`config.mk`:
```
export PLATFORM = sky130hd
export DESIGN_NAME = dtfc_poly
export DESIGN_NICKNAME = d
export VERILOG_FILES = /design/src/design/dtfc_pkg.sv /design/src/design/dtfc_poly.sv
export SDC_FILE = /design/constraint.sdc
export NUM_CORES = 2
export LEC_CHECK = 0
export ABC_AREA = 1
export BUFFER_PORTS_ARGS = -buffer_cell sky130_fd_sc_hd__buf_2
export CAP_MARGIN = 10
export CORE_ASPECT_RATIO = 0.7
export CORE_MARGIN = 2
export CORE_UTILIZATION = 46
export DETAILED_ROUTE_END_ITERATION = 6
export PLACE_DENSITY = 0.65
export SLEW_MARGIN = 20
export SYNTH_ARGS = -nofsm -noshare
export SYNTH_HDL_FRONTEND = slang
export SYNTH_SLANG_ARGS = --single-unit
```
`constraint.sdc`:
```
create_clock -name aclk -period 8.64 [get_ports aclk]
set_clock_uncertainty 0.05 [all_clocks]
set_input_delay 0.864 -clock aclk [delete_from_list [all_inputs] [get_ports aclk]]
set_output_delay 0.864 -clock aclk [all_outputs]
set_load 0.005 [all_outputs]
```
`src/design/dtfc_pkg.sv`:
```
// Shared constants and types for the density to fire color pipeline.
// No dependencies; every other design file refers to this package by scoped names.
package dtfc_pkg;

    localparam int FRAC_BITS  = 12;
    localparam int DENS_W     = 16;
    localparam int X_W        = DENS_W + 1;
    localparam int EXP_W      = 3;
    localparam int F_W        = EXP_W + FRAC_BITS;
    localparam int M_W        = 31;
    localparam int F2_W       = 2 * F_W - FRAC_BITS;
    localparam int F3_W       = F2_W + F_W - FRAC_BITS;
    localparam int F6_W       = 2 * F3_W - FRAC_BITS;
    localparam int PIX_W      = 32;
    localparam int LOG_DEPTH  = FRAC_BITS + 1;
    localparam int POLY_DEPTH = 4;
    localparam int PIPE_DEPTH = LOG_DEPTH + POLY_DEPTH;

    localparam logic [X_W-1:0] LOG_BIAS = X_W'(1024);
    localparam int             BIAS_MSB = 10;

    typedef struct packed {
        logic [M_W-1:0]       mant;
        logic [FRAC_BITS-1:0] frac;
        logic [EXP_W-1:0]     expo;
        logic                 alpha;
    } log_stage_t;

    typedef struct packed {
        logic [F_W-1:0] f;
        logic           alpha;
    } log_out_t;

endpackage

```
`src/design/dtfc_poly.sv`:
```
// Color stages: powers of the log value, scaling, saturation and pixel packing.
// Depends on dtfc_pkg.
module dtfc_poly (
    input  logic                         aclk,
    input  logic                         adv,
    input  dtfc_pkg::log_out_t           log_in,
    output logic [dtfc_pkg::PIX_W-1:0]   pixel
);

    localparam int RED_W   = dtfc_pkg::F_W + 2;
    localparam int GREEN_W = dtfc_pkg::F3_W + 2;

    logic [dtfc_pkg::F_W-1:0]    a_f_reg;
    logic [dtfc_pkg::F2_W-1:0]   a_f2_reg;
    logic                        a_alpha_reg;
    logic [dtfc_pkg::F3_W-1:0]   b_f3_reg;
    logic [7:0]                  b_red_reg;
    logic                        b_alpha_reg;
    logic [dtfc_pkg::F6_W-1:0]   c_f6_reg;
    logic [7:0]                  c_red_reg;
    logic [7:0]                  c_green_reg;
    logic                        c_alpha_reg;
    logic [dtfc_pkg::PIX_W-1:0]  pixel_reg;

    logic [2*dtfc_pkg::F_W-1:0]                   f2_full;
    logic [dtfc_pkg::F2_W+dtfc_pkg::F_W-1:0]      f3_full;
    logic [2*dtfc_pkg::F3_W-1:0]                  f6_full;
    logic [RED_W-1:0]                             red3;
    logic [RED_W-1:0]                             red_sh;
    logic [7:0]                                   red_next;
    logic [GREEN_W-1:0]                           green3;
    logic [GREEN_W-1:0]                           green_sh;
    logic [7:0]                                   green_next;
    logic [dtfc_pkg::F6_W-1:0]                    blue_sh;
    logic [7:0]                                   blue_next;
    logic [dtfc_pkg::PIX_W-1:0]                   pixel_next;

    always_comb begin
        f2_full = {{dtfc_pkg::F_W{1'b0}}, log_in.f} * {{dtfc_pkg::F_W{1'b0}}, log_in.f};
        f3_full = {{dtfc_pkg::F_W{1'b0}}, a_f2_reg} * {{dtfc_pkg::F2_W{1'b0}}, a_f_reg};
        f6_full = {{dtfc_pkg::F3_W{1'b0}}, b_f3_reg} * {{dtfc_pkg::F3_W{1'b0}}, b_f3_reg};

        red3     = {2'b00, a_f_reg} + {1'b0, a_f_reg, 1'b0};
        red_sh   = red3 >> (dtfc_pkg::FRAC_BITS - 7);
        red_next = (|red_sh[RED_W-1:8]) ? 8'hFF : red_sh[7:0];

        green3     = {2'b00, b_f3_reg} + {1'b0, b_f3_reg, 1'b0};
        green_sh   = green3 >> (dtfc_pkg::FRAC_BITS - 7);
        green_next = (|green_sh[GREEN_W-1:8]) ? 8'hFF : green_sh[7:0];

        blue_sh   = c_f6_reg >> (dtfc_pkg::FRAC_BITS - 8);
        blue_next = (|blue_sh[dtfc_pkg::F6_W-1:8]) ? 8'hFF : blue_sh[7:0];

        pixel_next = {{8{c_alpha_reg}}, blue_next, c_green_reg, c_red_reg};
    end

    always_ff @(posedge aclk) begin
        if (adv) begin
            a_f_reg     <= log_in.f;
            a_f2_reg    <= f2_full[2*dtfc_pkg::F_W-1:dtfc_pkg::FRAC_BITS];
            a_alpha_reg <= log_in.alpha;
            b_f3_reg    <= f3_full[dtfc_pkg::F2_W+dtfc_pkg::F_W-1:dtfc_pkg::FRAC_BITS];
            b_red_reg   <= red_next;
            b_alpha_reg <= a_alpha_reg;
            c_f6_reg    <= f6_full[2*dtfc_pkg::F3_W-1:dtfc_pkg::FRAC_BITS];
            c_red_reg   <= b_red_reg;
            c_green_reg <= green_next;
            c_alpha_reg <= b_alpha_reg;
            pixel_reg   <= pixel_next;
        end
    end

    assign pixel = pixel_reg;

endmodule

```
---- Word-level counts from Yosys, hierarchy flattened ----
Cells that the tools add are included.
word-level totals
  flip-flop bits (word level) ............. 136
  word-level logic and storage cells ...... 20
  input bits .............................. 18
operators by class
  multipliers ............................. 3
  reductions and logical operators ........ 3
  $add $sub $neg .......................... 2
operators by type and width
  kind              number
  $mul 21x21->42    1
  $mul 18x15->33    1
  $mul 15x15->30    1
  $add 21x22->23    1
  $reduce_or 18->1  1
  $add 15x16->17    1
  $reduce_or 10->1  1
  $reduce_or 4->1   1

---- Logic depth before layout (Yosys ltp) ----
  depth after elaboration ................. 2
  gate-level depth with buffers ........... 29
  mapped depth without buffers ............ 27

---- Worst setup path after synthesis ----
OpenSTA, ideal clock, no wires.
  path kind ............................... register to register
  start point ............................. reg b_f3_reg[9] (netlist bit)
  end point ............................... reg c_f6_reg[17] (netlist bit) (data pin)
  data arrival time ....................... 5.963 ns
  path slack .............................. 2.367 ns
  setup time .............................. 0.260 ns
  data required time ...................... 8.330 ns
  cell stages (with the launch flop) ...... 25
  path through ............................ edfxtp_1 > clkbuf_1 > buf_1 > nand2_1 > fa_1 > inv_1 > fa_1 > inv_1 > fa_1 > inv_1 > fa_1 > fa_1 > fa_1 > inv_1 > fa_1 > inv_1 > ha_1 > a21o_1 > a21boi_0 > nor2_1 > nor2_1 > o21ai_1 > nand2_1 > nand2_1 > xor2_1
between the ends
  longest elaborated chain between the ends .. 1
RTL lines
  what                         RTL line         RTL
  start, declared              dtfc_poly.sv:16  logic [dtfc_pkg::F3_W-1:0] b_f3_reg;
  start signal, assigned       dtfc_poly.sv:62  b_f3_reg <= f3_full[dtfc_pkg::F2_W+dtfc_pkg::F_W-1:dtfc_pkg::FRAC_BITS];
  $mul 21x21->42               dtfc_poly.sv:41  f6_full = {{dtfc_pkg::F3_W{1'b0}}, b_f3_reg} * {{dtfc_pkg::F3_W{1'b0}}, b_f3_reg};
  named net f6_full (one bit)  dtfc_poly.sv:27  logic [2*dtfc_pkg::F3_W-1:0] f6_full;
  end signal, assigned         dtfc_poly.sv:65  c_f6_reg <= f6_full[2*dtfc_pkg::F3_W-1:dtfc_pkg::FRAC_BITS];
  end, declared                dtfc_poly.sv:19  logic [dtfc_pkg::F6_W-1:0] c_f6_reg;
The timed path passes the listed nets, and every way through them passes these cells.
A chain may end at the register's enable or synchronous reset.

---- Worst setup path in the final report ----
  start point ............................. reg b_f3_reg[4] (netlist bit)
  end point ............................... reg c_f6_reg[17] (netlist bit) (data pin)
The elaborated chain is that of the path after synthesis.

==> results.cfg <==
[status]
status = finished clean

[setup_path]
cp_num_buf_inv = 5
worst_path_max_delay_cell = edfxtp_1
crit_top_cell = fa_1
critPathCaptureType = flip-flop
critPathTopFamily = adder cells
r2r_end = c_f6_reg[17]
crit_chain = nand2_1 > inv_1 > fa_1 > fa_1 > inv_1 > fa_1 > inv_1 > fa_1 > fa_1 > fa_1 > inv_1 > fa_1 > inv_1 > ha_1 > a21oi_1 > a21boi_0 > nor2_1 > nor2_1 > o21ai_1 > nand2_1 > nand2_1 > xor2_1
rr_startpoint = b_f3_reg[4]
required_ns = 8.83
rrSetupSlack_ns = 1.55
path_class = reg -> reg
path_max_fanout = 22
critPathLaunchType = flip-flop
cp.arrival_ns = 7.27
critPathMaxStageDelay_ns = 1.13
rr_worst_depth = 22

[floorplanning]
dieArea_mm2 = 0.0765
die_y_um = 232
start_util = 0.466
die_w_um = 330
rows = 83
coreArea_mm2 = 0.0734
io_pins = 50

[routing]
routed_wl_um = 83700
remaining_drc_errors = 0
ant_nets = 0
vias_per_cell = 4.97
wl_per_cell_um = 16.4
drt_first_pass_iters = 5
vias = 25300
drt_iter0_drc = 2036

[global_route]
grt_first_pass_wirelength_um = 139000
grtUsageTotal = 0.234
grt_max_degree = 89
overflow = 0
antenna_found_initial = 0
grt_pass1_vias = 25700

[sta]
setup_violations = 0
rsz0062_at_grt = false
hold_violations = 0
fin_crit_ns = 7.09
tns_ns = 0
tightest_slew_ns = 1.17
drv_slew = 0
slew_headroom = 0.219
fmax_ghz = 0.141
period_share = 0.820

[logic_synthesis]
synth_seq_cells = 132
synth-edff-count = 132
ys_seq_area_frac = 0.116
synthTopCellsByArea = fa_1, ha_1, inv_1, edfxtp_1, nand2_1
syn_inst = 4132
synth_warnings = 0
synth_simple_gate_area_frac = 0.151
synth_area_leader_cell = fa_1
yosys.area_share.xor_xnor = 0.0238
synth.most_common_cell = inv_1
syn_area_per_cell_um2 = 8.27
synthAdderAreaFrac = 0.518
syn_area_mm2 = 0.0342
async_flop_share = 0
synthMuxAreaShare = 0
synth_flop_cell = edfxtp_1
synth_top_family_by_area = adder cells
synth_compound_area_frac = 0.0466
synth_fp_nets = 5174
synth_top_area_frac = 0.382
synth_common_cells = inv_1, nand2_1, fa_1
synth_cell_types = 42

[layout]
drive_above_1_share = 0.0285
final_nets = 5139
area_growth_pct = 4.81
antenna_cells = 0
largest_reg_flops = 26

[clock_tree]
cts_tree = done
clk_pin_slew_worst_paths_ns = 0.08
cts_root_buffer = clkbuf_16
cts_hold_buffers = 0
clock_sinks = 132
cts_htree_levels = 4
clock_latency_ns = 0.51
clockBufferDepth = 2
cts_buffers = 17
cts_resized = 0
postCtsSetupBuffers = 0

[placed_design]
numPortBuffers = 49
dp_hpwl_um = 70200
place_congestion = 0.944

[min_path]
hold_end = c_red_reg[4]
hold_class = reg -> reg
hp-start = b_red_reg[4]
hold_depth = 0

[job]
maxCapViolCount = 0
-- worst max path at each step --
stage	startpoint	end	slack, ns	depth (start not counted)
2_1_floorplan	b_f3_reg[9]	c_f6_reg[17]	2.37	24
3_3_place_gp	b_f3_reg[4]	c_f6_reg[27]	1.73	25
3_5_place_dp	b_f3_reg[4]	c_f6_reg[17]	1.64	22
4_1_cts	b_f3_reg[4]	c_f6_reg[17]	1.60	22
5_1_grt	b_f3_reg[4]	c_f6_reg[29]	1.28	23
6_report	b_f3_reg[4]	c_f6_reg[17]	1.55	22
-- layer usage --
metal,vias up,GRT usage,routed length (um)
li1,12100,-,-
met1,12300,0.369,41900
met2,868,0.310,31800
met3,39,0.0775,9290
met4,0,0.0335,659
met5,-,0,0
-- metrics by stage --
step                      hold WS (ns)  instances  worst slack [ns]  utilization  instance area, um2
after global placement           0.351       5055              1.73        0.480               35300
after global routing             0.375       5087              1.28        0.488               35800
after floorplan                  0.350       4132              2.37            -               34200
final                            0.368       5087              1.55        0.488               35800
after CTS                        0.368       5087              1.60        0.488               35800
after detailed placement         0.355       5055              1.64        0.480               35300
-- layout by cell type (no fill, tap or decap), drive strengths merged, types with 14 or more instances in the layout --
cell type	count
a21o	19
a21oi	142
a31oi	14
buf	60
clkbuf	18
edfxtp	132
fa	652
ha	372
inv	1194
nand2	965
nand3	90
nand4	17
nor2	177
nor3	25
o21ai	70
o21bai	18
xnor2	33
xor2	60
-- logic make-up (layout without fill, tap and decap cells) --
family                   count (synthesis)  in the layout
AO/OA/AOI/OAI                          283            283
XOR/XNOR                                93             93
adder cells (fa/ha/maj)               1024           1024
buffers and inverters                 1305           1283
flip-flops                             132            132
AND/OR/NAND/NOR                       1295           1295
-- layout make-up --
cell class	instances	area (um2)
Sequential cell	132	3960
Clock inverter	14	129
Tap cell	977	1220
Timing Repair Buffer	60	334
Clock buffer	18	429
Inverter	1191	4470
Multi-Input combinational cell	2695	25300
Fill cell	7053	37600
-- worst register-to-register path, delay by kind of cell, from the launching register on --
kind                     cells  cell delay (ns)
AND/OR/NAND/NOR              5             0.65
buffers and inverters        5             0.37
XOR/XNOR                     1             0.13
flip-flops                   1             1.13
adder cells (fa/ha/maj)      8             3.73
AO/OA/AOI/OAI                3             0.76
Power is not shown: default switching activity piles up to over one toggle a cycle in this logic, so the estimate is an artifact.
